==> src/rtl/core/vpva_pkg.sv <==
package vpva_pkg;

  localparam int unsigned BINS   = 1024;
  localparam int unsigned SLOT_W = $clog2(BINS);
  localparam int unsigned SUM_W  = 48;
  localparam int unsigned PROD_W = SUM_W + 7;
  localparam int unsigned WORD_W = SUM_W + 1;

  localparam logic [SLOT_W-1:0] HALF_SLOT = SLOT_W'(BINS / 2);
  localparam logic [SLOT_W-1:0] LAST_SLOT = SLOT_W'(BINS - 1);
  localparam logic [SUM_W-1:0]  SUM_MAX   = {SUM_W{1'b1}};

  localparam logic [1:0] KIND_ADD   = 2'd0;
  localparam logic [1:0] KIND_CLADD = 2'd1;

  localparam logic [6:0] PCT_FULL = 7'd100;

  localparam logic REG_BIN_TICKS = 1'b0;
  localparam logic REG_VA_PCT    = 1'b1;

  typedef struct packed {
    logic [1:0]  kind;
    logic [31:0] price;
    logic [31:0] volume;
  } req_t;

  typedef struct packed {
    logic [31:0] poc_bin;
    logic [31:0] val_bin;
    logic [31:0] vah_bin;
    logic [47:0] total_volume;
    logic        area_valid;
    logic [15:0] dropped_ticks;
  } res_t;

  typedef struct packed {
    logic latch;
    logic div_step;
    logic clr;
    logic off;
    logic drop;
    logic rd;
    logic wr;
    logic cl_init;
    logic sl_rd;
    logic sl_chk;
    logic sr_rd;
    logic sr_chk;
    logic sp_hi;
    logic mul;
    logic add;
    logic emit;
  } cmd_t;

  typedef struct packed {
    logic div_last;
    logic clr_last;
    logic active;
    logic kind_close;
    logic kind_tick;
    logic in_range;
    logic poc_zero;
    logic sp_lo_end;
    logic sp_hi_end;
    logic rd_used;
    logic cover_ok;
    logic take_left;
  } sts_t;

  function automatic logic [SUM_W-1:0] sat_add(input logic [SUM_W-1:0] a,
                                               input logic [SUM_W-1:0] b);
    logic [SUM_W:0] s;
    s = {1'b0, a} + {1'b0, b};
    return s[SUM_W] ? SUM_MAX : s[SUM_W-1:0];
  endfunction

  function automatic logic [31:0] slot_to_bin(input logic [31:0] base,
                                              input logic [SLOT_W-1:0] slot);
    return base + 32'(slot) - 32'(HALF_SLOT);
  endfunction

endpackage

==> src/rtl/core/vpva_ctrl.sv <==
module vpva_ctrl import vpva_pkg::*; (
  input  logic clk_i,
  input  logic rst_ni,
  input  logic start_i,
  input  sts_t sts_i,
  output cmd_t cmd_o,
  output logic busy_o,
  output logic emit_o
);

  localparam logic [3:0] S_IDLE    = 4'd0;
  localparam logic [3:0] S_DISP    = 4'd1;
  localparam logic [3:0] S_CL_INIT = 4'd2;
  localparam logic [3:0] S_SL_RD   = 4'd3;
  localparam logic [3:0] S_SL_CHK  = 4'd4;
  localparam logic [3:0] S_SR_RD   = 4'd5;
  localparam logic [3:0] S_SR_CHK  = 4'd6;
  localparam logic [3:0] S_MUL     = 4'd7;
  localparam logic [3:0] S_CMP     = 4'd8;
  localparam logic [3:0] S_ADD     = 4'd9;
  localparam logic [3:0] S_EMIT    = 4'd10;
  localparam logic [3:0] S_DIV     = 4'd11;
  localparam logic [3:0] S_CLR     = 4'd12;
  localparam logic [3:0] S_OFF     = 4'd13;
  localparam logic [3:0] S_RD      = 4'd14;
  localparam logic [3:0] S_WR      = 4'd15;

  logic [3:0] state_q, state_d;
  logic       first_q, first_d;

  always_ff @(posedge clk_i or negedge rst_ni) begin
    if (!rst_ni) begin
      state_q <= S_IDLE;
      first_q <= 1'b0;
    end else begin
      state_q <= state_d;
      first_q <= first_d;
    end
  end

  always_comb begin
    state_d = state_q;
    first_d = first_q;
    cmd_o   = '0;
    case (state_q)
      S_IDLE: begin
        if (start_i) begin
          cmd_o.latch = 1'b1;
          state_d     = S_DISP;
        end
      end
      S_DISP: begin
        if (sts_i.kind_close && sts_i.active) begin
          state_d = S_CL_INIT;
        end else if (sts_i.kind_tick) begin
          state_d = S_DIV;
        end else begin
          state_d = S_IDLE;
        end
      end
      S_CL_INIT: begin
        cmd_o.cl_init = 1'b1;
        first_d       = 1'b1;
        state_d       = sts_i.poc_zero ? S_EMIT : S_SL_RD;
      end
      S_SL_RD: begin
        cmd_o.sl_rd = 1'b1;
        if (sts_i.sp_lo_end) begin
          cmd_o.sp_hi = first_q;
          state_d     = first_q ? S_SR_RD : S_MUL;
        end else begin
          state_d = S_SL_CHK;
        end
      end
      S_SL_CHK: begin
        cmd_o.sl_chk = 1'b1;
        if (sts_i.rd_used) begin
          cmd_o.sp_hi = first_q;
          state_d     = first_q ? S_SR_RD : S_MUL;
        end else begin
          state_d = S_SL_RD;
        end
      end
      S_SR_RD: begin
        cmd_o.sr_rd = 1'b1;
        first_d     = 1'b0;
        state_d     = sts_i.sp_hi_end ? S_MUL : S_SR_CHK;
      end
      S_SR_CHK: begin
        cmd_o.sr_chk = 1'b1;
        state_d      = sts_i.rd_used ? S_MUL : S_SR_RD;
      end
      S_MUL: begin
        cmd_o.mul = 1'b1;
        state_d   = S_CMP;
      end
      S_CMP: begin
        state_d = sts_i.cover_ok ? S_EMIT : S_ADD;
      end
      S_ADD: begin
        cmd_o.add = 1'b1;
        state_d   = sts_i.take_left ? S_SL_RD : S_SR_RD;
      end
      S_EMIT: begin
        cmd_o.emit = 1'b1;
        state_d    = sts_i.kind_tick ? S_DIV : S_IDLE;
      end
      S_DIV: begin
        cmd_o.div_step = 1'b1;
        if (sts_i.div_last) begin
          state_d = sts_i.active ? S_OFF : S_CLR;
        end
      end
      S_CLR: begin
        cmd_o.clr = 1'b1;
        if (sts_i.clr_last) begin
          state_d = S_OFF;
        end
      end
      S_OFF: begin
        cmd_o.off = 1'b1;
        state_d   = S_RD;
      end
      S_RD: begin
        if (sts_i.in_range) begin
          cmd_o.rd = 1'b1;
          state_d  = S_WR;
        end else begin
          cmd_o.drop = 1'b1;
          state_d    = S_IDLE;
        end
      end
      S_WR: begin
        cmd_o.wr = 1'b1;
        state_d  = S_IDLE;
      end
      default: begin
        state_d = S_IDLE;
      end
    endcase
  end

  assign busy_o = (state_q != S_IDLE);
  assign emit_o = cmd_o.emit;

endmodule

==> config.mk <==
export PLATFORM = sky130hd
export DESIGN_NAME = vpva_ctrl
export DESIGN_NICKNAME = d
export VERILOG_FILES = /design/src/rtl/core/vpva_pkg.sv /design/src/rtl/core/vpva_ctrl.sv
export SDC_FILE = /design/constraint.sdc
export NUM_CORES = 1
export LEC_CHECK = 0
export BUFFER_PORTS_ARGS = -buffer_cell sky130_fd_sc_hd__buf_2
export CORE_MARGIN = 2
export CORE_UTILIZATION = 44
export DETAILED_ROUTE_END_ITERATION = 10
export GPL_TIMING_DRIVEN = 0
export PLACE_DENSITY = 0.77
export SETUP_SLACK_MARGIN = 0.2
export SYNTH_ARGS = -nofsm -noshare
export SYNTH_HDL_FRONTEND = slang
export SYNTH_SLANG_ARGS = --single-unit
==> constraint.sdc <==
create_clock -name clk_i -period 1.7 [get_ports clk_i]
set_input_delay 0 -clock clk_i [delete_from_list [all_inputs] [get_ports clk_i]]
set_output_delay 0 -clock clk_i [all_outputs]
set_load 0.005 [all_outputs]
-- Yosys cells after proc, flatten, opt, wreduce, memory -nomap -nowiden
Cells that the tools add are included.
- eq/ne operators: 18
- muxes and demuxes: 37
- reductions and logical operators: 5
- operator list (kind ; count):
    case mux 4 bit (16 select lines) ; 1
    equality test 4 bit, second input constant ; 8
    two-way mux 4 bit ; 7
    two-way mux 1 bit ; 20
    equality test 4 x 3 -> 1 bit, second input constant ; 4
    two-way mux 2 bit ; 5
    equality test 4 x 2 -> 1 bit, second input constant ; 2
    two-way mux 3 bit ; 2
    != test 2 bit, second input constant ; 3
    equality test 4 x 1 -> 1 bit, second input constant ; 1
    zero test 4 bit ; 1
    case mux 1 bit (2 select lines) ; 2
    nonzero test 4 bit ; 1
    AND reduction 3 bit ; 1
    nonzero test 2 bit ; 1
    logical AND 1 bit ; 1
- register bits: 5
- input port bits: 15
- output and inout bits: 18
- word-level logic and storage cells: 62

-- Logic depth before layout (Yosys ltp)
Gate-level depths: netlist of the first run.
- depth in word-level cells: 3
- mapped depth: 6
- depth with buffers taken out: 4

-- Worst setup path before layout of the first run
Ideal clock, no wire load.
- path kind: flip-flop to flip-flop
- start: register state_q[1]
- end: register state_q[0]
- library setup time: 86 ps
- arrival time: 1335 ps
- setup slack: 279 ps
- cell stages (with the launch flop): 6
- buffers on the path: 1
- period minus slack after synthesis: 1421 ps
- cells stage by stage: dfrtp_1 > buf_6 > or4_4 > a21oi_2 > nor2_1 > a32oi_1
- cells in the longest elaborated chain, start to end: 3
- elaborated cells between the ends (all ways): 21
- those cells by class: eq/ne: 18; mux: 1; reduce/logical: 2
- RTL lines (what ; RTL line ; source):
    start, declared ; vpva_ctrl.sv:28 ; logic [3:0] state_q, state_d;
    start signal, assigned ; vpva_ctrl.sv:36 ; state_q <= state_d;
    equality test 4 bit / zero test 4 bit (equally long branches) ; vpva_ctrl.sv:45 ; case (state_q)
    != test 2 bit (no line) ; n/a ;
    AND reduction 3 bit (no line) ; n/a ;
Parallel ways exist; a longest one is shown, timed or not.
A chain may end at the register's enable or synchronous reset.

-- Worst setup path in the final report of the first run
- start: register state_q[0]
- end: register state_q[0]
The elaborated chain is that of the path after synthesis.

==> results.cfg, run 1 <==
[placement]
gp_congestion = 0.898
io_buffers = 32
dpl.hpwl_microns = 1630

[clocking]
cts_root_buf = clkbuf_4
clk_path_buf_depth = 2
htree_num_levels = 1
worst_skew_pair.late_latency_ns = 0.24
path_clk_slew_ns = 0.04
cts_buffers = 3
numClockSinks = 5
cts_tree = built

[route]
vias_per_cell = 5.90
first_pass_iters = 4
wl_microns = 2430
drc_errors = 0
drtIter0Drc = 35
wire_per_inst_microns = 14.9
dr_total_vias = 962
antenna_left = 0

[sta]
finalHoldViolations = 0
totalNegativeSetupSlack_ns = 0
fmax_mhz = 655
tightest_slew_ns = 0.313
fin_worst_skew_ns = 0.000251
slew_viol_final = 0
rsz0062_at_grt = yes
slew_headroom = 0.789
timing.final.crit_share = 0.898
hold_slack_ns = 0.0765
finalCriticalPeriod_ns = 1.53
finalSetupViolations = 0

[synthesis]
synth_top_cell_by_area = dfrtp_1
synthCells = 97
yosys_warnings = 0
synth_flop_cell = dfrtp_1
yosysUniqueCellTypes = 38
syn-num-nets = 112
muxShareOfSynthArea = 0
synth_top_cell_area_share = 0.189
synth_compound_area_frac = 0.302
yosys_register_bits = 5
avgSynthCellArea_sq_um = 6.84
synth_xor_area_frac = 0.0132
synth_fa_ha_area_frac = 0
synth-simple-area-share = 0.389
async_reset_ff_frac = 1.00
synth.yosys.seq_area_share = 0.189
synth_top_cells_by_area = dfrtp_1 (19%), nor2_1 (10%), a21oi_1 (5.3%)
netlist_area_sq_um = 663
synth_edf_count = 0
synth_top_family_by_area = simple AND/OR/NAND/NOR gates

[critical_path]
critical_path_arrival_ns = 1.66
cpMostUsedCell = buf_4
endpoint = state_q[0]
rrSetupSlack_ns = 0.17
reg2reg_to = state_q[0]
end_kind = flop
slowest_delay_ns = 0.43
crit_slowest_cell = dfrtp_2
critPathMaxFanout = 7
reg2reg_from = state_q[0]
start_kind = flop
r2r.worst_path.cells = 5
cp.required_ns = 1.83
critPathLaunch = state_q[0]
crit_chain = buf_6 > buf_4 > buf_4 > o31a_1 > a32oi_1
path_class = flop to flop

[run]
drv_cap = 0

[grt]
gr-usage-all-layers = 0.256
grt_pass1_wl_microns = 3650
grt_overflow = 0
antenna_found_initial = 0
grt_max_degree = 11
grt_pass1_vias = 815

[power]
cellPowerDensity_nw_per_um2 = 1930
vdd_drop_max_uv = 1300
p_leak_nw = 0.534

[finish]
areaGrowthSynthToFinish_pct = 60.6
nets = 163
layout_common_cells = buf_2 (32), buf_4 (16), nor2_1 (15)
n_antenna_cell = 0
mostFrequentLayoutCell = buf_2
fillerInstances = 120
final_util = 0.732
drive_above_1_share = 0.490

[floorplan]
num_rows = 14
core_sq_um = 1450
dieArea_sq_um = 1830
die_h_microns = 42.8
die_w_microns = 42.8
ios = 33
initial_core_util = 0.456

[worst_hold_path]
worst_hold_path_type = input pin to flop

[run_status]
status = complete, no violations
[how the worst min path moves through the flow]
stage | start | endpoint | slack (ns) | depth (start not counted)
after floorplan | rst_ni | first_q | -0.30 | 0
after global placement | rst_ni | state_q[1] | -0.19 | 1
after detailed placement | rst_ni | state_q[1] | -0.18 | 1
after CTS | sts_i[4] | state_q[1] | 0.05 | 2
after global routing | sts_i[4] | state_q[1] | 0.08 | 2
final | sts_i[4] | state_q[1] | 0.08 | 2
[worst max-delay path, delay by kind of cell (launching register included)]
family	cells	cell delay, ns
compound gates	2	0.56
flops	1	0.43
buf+inv	3	0.41
[synth_stat cells (2+ instances only)]
| master | count |
|---|---|
| o22ai_1 | 4 |
| dfrtp_1 | 5 |
| nor2_1 | 18 |
| o21ai_0 | 3 |
| and3_1 | 2 |
| nand3b_1 | 2 |
| nand2_1 | 8 |
| buf_2 | 6 |
| buf_4 | 2 |
| nand4_1 | 2 |
| inv_1 | 4 |
| nor3_1 | 5 |
| a21oi_1 | 7 |
| nor2b_1 | 2 |
| nand3_1 | 2 |
| nand2b_1 | 3 |
[sequential cells by signal (all words and copies together) (netlist names)]
signal   flops
first_q      1
state_q      4
[per-stage QoR]
| stage | area, sq um | total power (W) | cells | setup slack (ns) |
|---|---|---|---|---|
| floorplan | 663 | 0.00109 | 97 | 0.279 |
| global placement | 843 | 0.00140 | 145 | 0.193 |
| detailed placement | 843 | 0.00141 | 145 | 0.151 |
| CTS | 945 | 0.00170 | 155 | 0.183 |
| global route | 1060 | 0.00220 | 163 | 0.131 |
| finish | 1060 | 0.00206 | 163 | 0.174 |
[layer usage]
metal	vias to the layer above	global-route usage	share of wire
met5	-	0	0
met4	0	0.0938	0.013
met3	6	0.00426	0.074
met2	60	0.415	0.50
met1	439	0.361	0.42
li1	457	-	-
[layout make-up]
cell class	instances	area (sq um)	area share
buffer	9	90.1	0.0846
clock buffer	4	26.3	0.0247
inverter	4	15.0	0.0141
multi-input combinational	79	515	0.484
sequential	5	126	0.119
tap	16	20.0	0.0188
timing repair buffer	46	272	0.255
[report_power, final]
group,total (W),switching (W),internal (W),leakage (nW)
sequential,0.000244,0.0000571,0.000187,0.0586
combinational,0.00168,0.000864,0.000820,0.461
clock,0.000132,0.0000440,0.0000884,0.0150
[kinds of logic after synthesis]
kind of cell,after synthesis
AO/OA/AOI/OAI,28
AND/OR/NAND/NOR,50
XOR/XNOR,1
flip-flops,5
buffers and inverters,13
[repair_timing]
action | 4_1_cts | 5_1_grt
pin swaps | 5 | 7
hold buffers | 1 | 0
setup buffers | 5 | 8
setup endpoints to repair | 7 | 15
cloned | 0 | 0
hold endpoints to repair | 5 | 0
resized for setup | 10 | 17
Power figures use the tool's default switching activity.
==> run 2: changes to the inputs <==
--- a/config.mk
+++ b/config.mk
@@ -6,7 +6,8 @@
 export NUM_CORES = 1
 export LEC_CHECK = 0
+export ABC_AREA = 1
 export BUFFER_PORTS_ARGS = -buffer_cell sky130_fd_sc_hd__buf_2
 export CORE_MARGIN = 2
-export CORE_UTILIZATION = 44
+export CORE_UTILIZATION = 42
 export DETAILED_ROUTE_END_ITERATION = 10
 export GPL_TIMING_DRIVEN = 0
==> constraint.sdc (replaced) <==
create_clock -name clk_i -period 1.7 [get_ports clk_i]
set_input_delay 0 -clock clk_i [delete_from_list [all_inputs] [get_ports clk_i]]
set_output_delay 0 -clock clk_i [all_outputs]
set_load 0.02 [all_outputs]
==> run 2 against run 1 <==
  * Flip-flop and latch count did not move
  * Worst setup slack improved by 0.085 ns
  * First-iteration DRC count fell by 40%
  * Cell count rose by 3.1%
  * Total power fell by 36%
  * Synthesized cell count rose by 20%
  * Largest cell class unchanged
==> results.cfg, run 2 <==
[run_status]
status = complete, no violations

[worst_hold_path]
worst_hold_path_type = input pin to flop

[floorplan]
num_rows = 13
ios = 33
die_h_microns = 41.3
die_w_microns = 41.3
core_sq_um = 1300
initial_core_util = 0.449
dieArea_sq_um = 1710

[synthesis]
synth_top_cell_by_area = nand2_1
async_reset_ff_frac = 1.00
synth_top_family_by_area = simple AND/OR/NAND/NOR gates
synth_flop_cell = dfrtp_1
synthCells = 116
avgSynthCellArea_sq_um = 5.04
synth_top_cells_by_area = nand2_1 (25%), dfrtp_1 (21%), nor2_1 (17%)
muxShareOfSynthArea = 0
synthMostInstantiatedCell = nand2_1
syn-num-nets = 131
synth_fa_ha_area_frac = 0
synth_edf_count = 0
synth_common_cells = nand2_1 (39), nor2_1 (27), inv_1 (17)
synth_xor_area_frac = 0
synth.yosys.seq_area_share = 0.214
yosys_register_bits = 5
netlist_area_sq_um = 584
yosysUniqueCellTypes = 13
synth_top_cell_area_share = 0.251
synth-simple-area-share = 0.585
yosys_warnings = 0
synth_compound_area_frac = 0.0728

[grt]
grt_pass1_wl_microns = 2680
grt_pass1_vias = 670
grt_max_degree = 7
gr-usage-met2 = 0.410
busiest_layer = met2
gr-usage-all-layers = 0.247
antenna_found_initial = 0
use_met1 = 0.315
grt_overflow = 0
grt_use_met3 = 0.0479

[finish]
final_util = 0.616
fin_area_sq_um = 802
fillerInstances = 140
nets = 169
drive_above_1_share = 0.255
areaGrowthSynthToFinish_pct = 37.3
layout_common_cells = nand2_1 (39), buf_2 (32), nor2_1 (26)
regMostFlops = state_q
mostFrequentLayoutCell = nand2_1
largest_reg_flops = 4
reg_top3 = state_q: 4 flops, first_q: 1 flops
fin_cells = 168
n_antenna_cell = 0

[sta]
fmax_mhz = 694
setup_ws_ns = 0.259
slew_viol_final = 0
rsz0062_at_grt = yes
fin_worst_skew_ns = 0.00125
totalNegativeSetupSlack_ns = 0
finalSetupViolations = 0
timing.final.crit_share = 0.848
tightest_slew_ns = 0.406
finalHoldViolations = 0
finalCriticalPeriod_ns = 1.44
slew_headroom = 0.728

[route]
antenna_left = 0
drtIter0Drc = 21
dr_total_vias = 845
vias_per_cell = 5.03
wl_microns = 1710
first_pass_iters = 4
wire_per_inst_microns = 10.2
drc_errors = 0

[power]
p_int_w = 0.000564
p_seq_frac = 0.193
power_frac_clock = 0.104
cellPowerDensity_nw_per_um2 = 1640
p_leak_nw = 0.565
vdd_drop_max_uv = 1030
p_sw_frac = 0.571
p_comb_frac = 0.702
switching_power_w = 0.000751

[clocking]
path_clk_slew_ns = 0.04
cts_tree = built
worst_skew_pair.late_latency_ns = 0.24
cts_setup_buffers = 0
htree_num_levels = 1
clk_path_buf_depth = 2
cts_root_buf = clkbuf_4
numClockSinks = 5
cts_buffers = 3

[critical_path]
critical_path_arrival_ns = 1.44
start_kind = flop
critPathMaxFanout = 5
cp.required_ns = 1.70
path_class = flop to output pin
end_kind = output pin

[placement]
io_buffers = 32
place_inst = 163
gp_congestion = 0.830
place_ws_ns = 0.302
dpl.hpwl_microns = 1460
placed_area_sq_um = 763

[run]
drv_cap = 0
-- run 2: cell count changes after synthesis, sizes merged, moves of 2 or more --
| cell | delta |
|---|---|
| nor2b | -2 |
| buf | -8 |
| nor3 | -3 |
| nand2b | -3 |
| a21oi | -6 |
| nor2 | +10 |
| inv | +14 |
| nand2 | +31 |
| a221oi | -2 |
| and3 | -2 |
| nand3 | +12 |
| nand4 | -2 |
| o22ai | -4 |
| o21ai | +2 |
-- run 2: logic make-up (layout without fill, tap and decap cells) --
family                 after synthesis  count (layout)
buffers and inverters               19              56
and+or+nand+nor                     84              84
AOI/OAI and AO/OA                    8               8
DFF                                  5               5
-- run 2: path summary, 6_finish.rpt --
kind	cells after the start	slack [ns]	end	from
worst max-delay path	5	0.26	cmd_o[8]	state_q[1]
worst min-delay path	3	0.05	state_q[2]	sts_i[10]
worst max register to register	7	0.29	state_q[0]	state_q[0]
worst min register to register	2	0.59	first_q	first_q
max in group asynchronous	2	1.46	first_q	rst_ni
min in group asynchronous	2	0.12	state_q[2]	rst_ni
-- run 2: metal layers --
layer  wire length (microns)  share of wire  vias up
li1                        -              -      437
met1                     732           0.43      374
met2                     838           0.49       29
met3                     113          0.066        5
met4                      22          0.013        0
met5                       0              0        -
-- run 2: power by group through the flow --
stage / clock, W / combinational (W) / sequential, W
3_3_place_gp: 0 / 0.000899 / 0.000253
6_report: 0.000137 / 0.000923 / 0.000254
5_1_grt: 0.000148 / 0.00106 / 0.000266
4_1_cts: 0.000140 / 0.000919 / 0.000252
3_5_place_dp: 0 / 0.000913 / 0.000254
2_1_floorplan: 0 / 0.000671 / 0.000238
-- run 2: layout make-up --
class                   count  area [sq um]  share of cell area
inverters                  18          67.6              0.0842
clock buffers               4          26.3              0.0328
flip-flops and latches      5           125               0.156
plain buffers               1          7.51             0.00936
multi-input cells          92           387               0.482
repair buffers             33           170               0.212
well taps                  15          18.8              0.0234
-- run 2: critical path, cell delays in order, from the launching register on --
cell,delay (ns)
dfrtp_1,0.40
inv_1,0.09
nor2_1,0.27
nand2_1,0.19
inv_1,0.09
buf_2,0.16
-- run 2: metrics by stage --
stage | power, W | hold slack [ns]
after floorplan | 0.000908 | -0.296
after global placement | 0.00115 | -0.186
after detailed placement | 0.00117 | -0.181
after CTS | 0.00131 | 0.0554
after global routing | 0.00147 | 0.0728
final | 0.00131 | 0.0492
-- run 2: what timing repair did --
action	4_1_cts	5_1_grt
hold endpoints to repair	5	0
hold buffers	1	0
endpoints found under the setup margin	0	7
gates resized for setup	0	1
==> run 3: changes to the inputs <==
clock period = 1.44 ns   (was 1.7 ns; I/O delays follow)
==> run 3 against run 2 <==
  * Combinational power is 54% higher
  * Non-clock buffer count grew 8
  * Cell area increased by 20%
  * Critical endpoint is now state_q[0]
  * Total power is 46% higher
  * Via count up 5.4%
==> results.cfg, run 3 (same netlist as run 2, synthesis figures left out) <==
[finish]
areaGrowthSynthToFinish_pct = 64.7
regMostFlops = state_q
reg_top3 = state_q: 4 flops, first_q: 1 flops
nets = 177
layout_common_cells = nand2_1 (33), buf_2 (24), nor2_1 (16)
fin_area_sq_um = 962
mostFrequentLayoutCell = nand2_1
drive_above_1_share = 0.460
largest_reg_flops = 4
n_antenna_cell = 0
final_util = 0.739
fillerInstances = 110

[route]
wire_per_inst_microns = 11.8
drtIter0Drc = 20
route.met2.wl_microns = 1090
dr_wl_met3_microns = 169
antenna_left = 0
first_pass_iters = 4
vias_per_cell = 5.06
dr_total_vias = 891
wl_met1_microns = 818
wl_microns = 2070
top_layer = met3
drc_errors = 0

[critical_path]
rrSetupSlack_ns = 0.07
end_kind = flop
r2r.worst_path.cells = 9
critPathMaxFanout = 5
reg2reg_to = state_q[0]
cp.required_ns = 1.57
path_class = flop to flop
start_kind = flop
reg2reg_from = state_q[3]
critical_path_arrival_ns = 1.50

[run]
drv_cap = 0

[floorplan]
dieArea_sq_um = 1710
die_h_microns = 41.3
die_w_microns = 41.3
num_rows = 13
core_sq_um = 1300
ios = 33
initial_core_util = 0.449

[power]
cellPowerDensity_nw_per_um2 = 2000
p_int_w = 0.000855
switching_power_w = 0.00107
vdd_drop_max_uv = 1330
p_sw_frac = 0.556
p_comb_frac = 0.738
p_leak_nw = 0.600
p_seq_frac = 0.178
power_frac_clock = 0.085

[sta]
fin_worst_skew_ns = 0.000248
finalCriticalPeriod_ns = 1.37
fmax_mhz = 728
totalNegativeSetupSlack_ns = 0
slew_viol_final = 0
rsz0062_at_grt = yes
finalSetupViolations = 0
hold_slack_ns = 0.0342
timing.final.crit_share = 0.954
slew_headroom = 0.812
tightest_slew_ns = 0.282
setup_ws_ns = 0.0666
finalHoldViolations = 0

[placement]
place_ws_ns = 0.0354
dpl.hpwl_microns = 1530
placed_area_sq_um = 790
io_buffers = 32
gp_congestion = 0.869

[clocking]
worst_skew_pair.late_latency_ns = 0.24
cts_root_buf = clkbuf_4
htree_num_levels = 1
numClockSinks = 5
path_clk_slew_ns = 0.04
cts_tree = built
clk_path_buf_depth = 2
cts_buffers = 3

[grt]
grt_overflow = 0
gr-usage-all-layers = 0.273
grt_pass1_vias = 729
antenna_found_initial = 0
grt_pass1_wl_microns = 2960
grt_max_degree = 7

[worst_hold_path]
min_to = state_q[2]
whs_path_depth = 3
min-delay-start = sts_i[10]
worst_hold_path_type = input pin to flop

[run_status]
status = complete, no violations
-- run 3: cell count changes in the layout (fill, tap and decap cells not counted), moves of 4 or more --
cell,delta
buf_4,+13
nor2_1,-10
buf_2,-8
nor2_2,+7
nand2_1,-6
nand2_2,+6
inv_1,-5
inv_2,+5
dfrtp_1,-4
dfrtp_2,+4
-- run 3: through the flow --
| step | total power (W) | std cells |
|---|---|---|
| after CTS | 0.00179 | 174 |
| final | 0.00192 | 176 |
| after global placement | 0.00144 | 163 |
| after detailed placement | 0.00145 | 163 |
| after floorplan | 0.00114 | 116 |
| after global routing | 0.00209 | 176 |
-- run 3: timing repair --
item | 4_1_cts | 5_1_grt
pin swaps | 8 | 2
hold buffers | 1 | 0
endpoints found under the setup margin | 14 | 21
gates resized for setup | 21 | 13
setup buffers | 6 | 2
hold endpoints to repair | 5 | 0
-- run 3: final cells by class --
class,count,area [sq um],area share
inverter,18,67.6,0.0702
buffer,1,7.51,0.00780
clock buffer,4,26.3,0.0273
sequential,5,130,0.135
timing repair buffer,41,262,0.272
tap,15,18.8,0.0195
multi-input combinational,92,450,0.468
-- run 3: critical path, cell delays in order, from the launching register on --
cell and delay, ns:
dfrtp_2 0.42, inv_2 0.07, buf_4 0.14, buf_4 0.13, nand2_1 0.07, nand3_1 0.07
nor2_1 0.13, nand2_1 0.07, nor2_1 0.11, nor2_1 0.05
-- run 3: per-layer routing --
metal | track usage | up-vias
met1 | 0.279 | 393
met2 | 0.465 | 44
li1 | - | 454
met3 | 0.117 | 0
met5 | 0 | -
met4 | 0.153 | 0
-- run 3: worst max path at each step --
stage | from | to | cells past startpoint | slack, ns
after detailed placement | state_q[1] | state_q[1] | 8 | 0.04
after global placement | state_q[1] | state_q[0] | 8 | 0.06
after global routing | state_q[3] | cmd_o[3] | 6 | 0.008
after CTS | state_q[0] | cmd_o[3] | 6 | 0.11
after floorplan | state_q[2] | state_q[0] | 9 | 0.20
final | state_q[3] | state_q[0] | 9 | 0.07
-- run 3: power groups by stage --
stage	logic, W	clock network (W)	registers [W]
after detailed placement	0.00114	0	0.000304
after global routing	0.00156	0.000184	0.000349
after floorplan	0.000852	0	0.000285
after CTS	0.00129	0.000167	0.000338
final	0.00142	0.000163	0.000342
after global placement	0.00113	0	0.000304
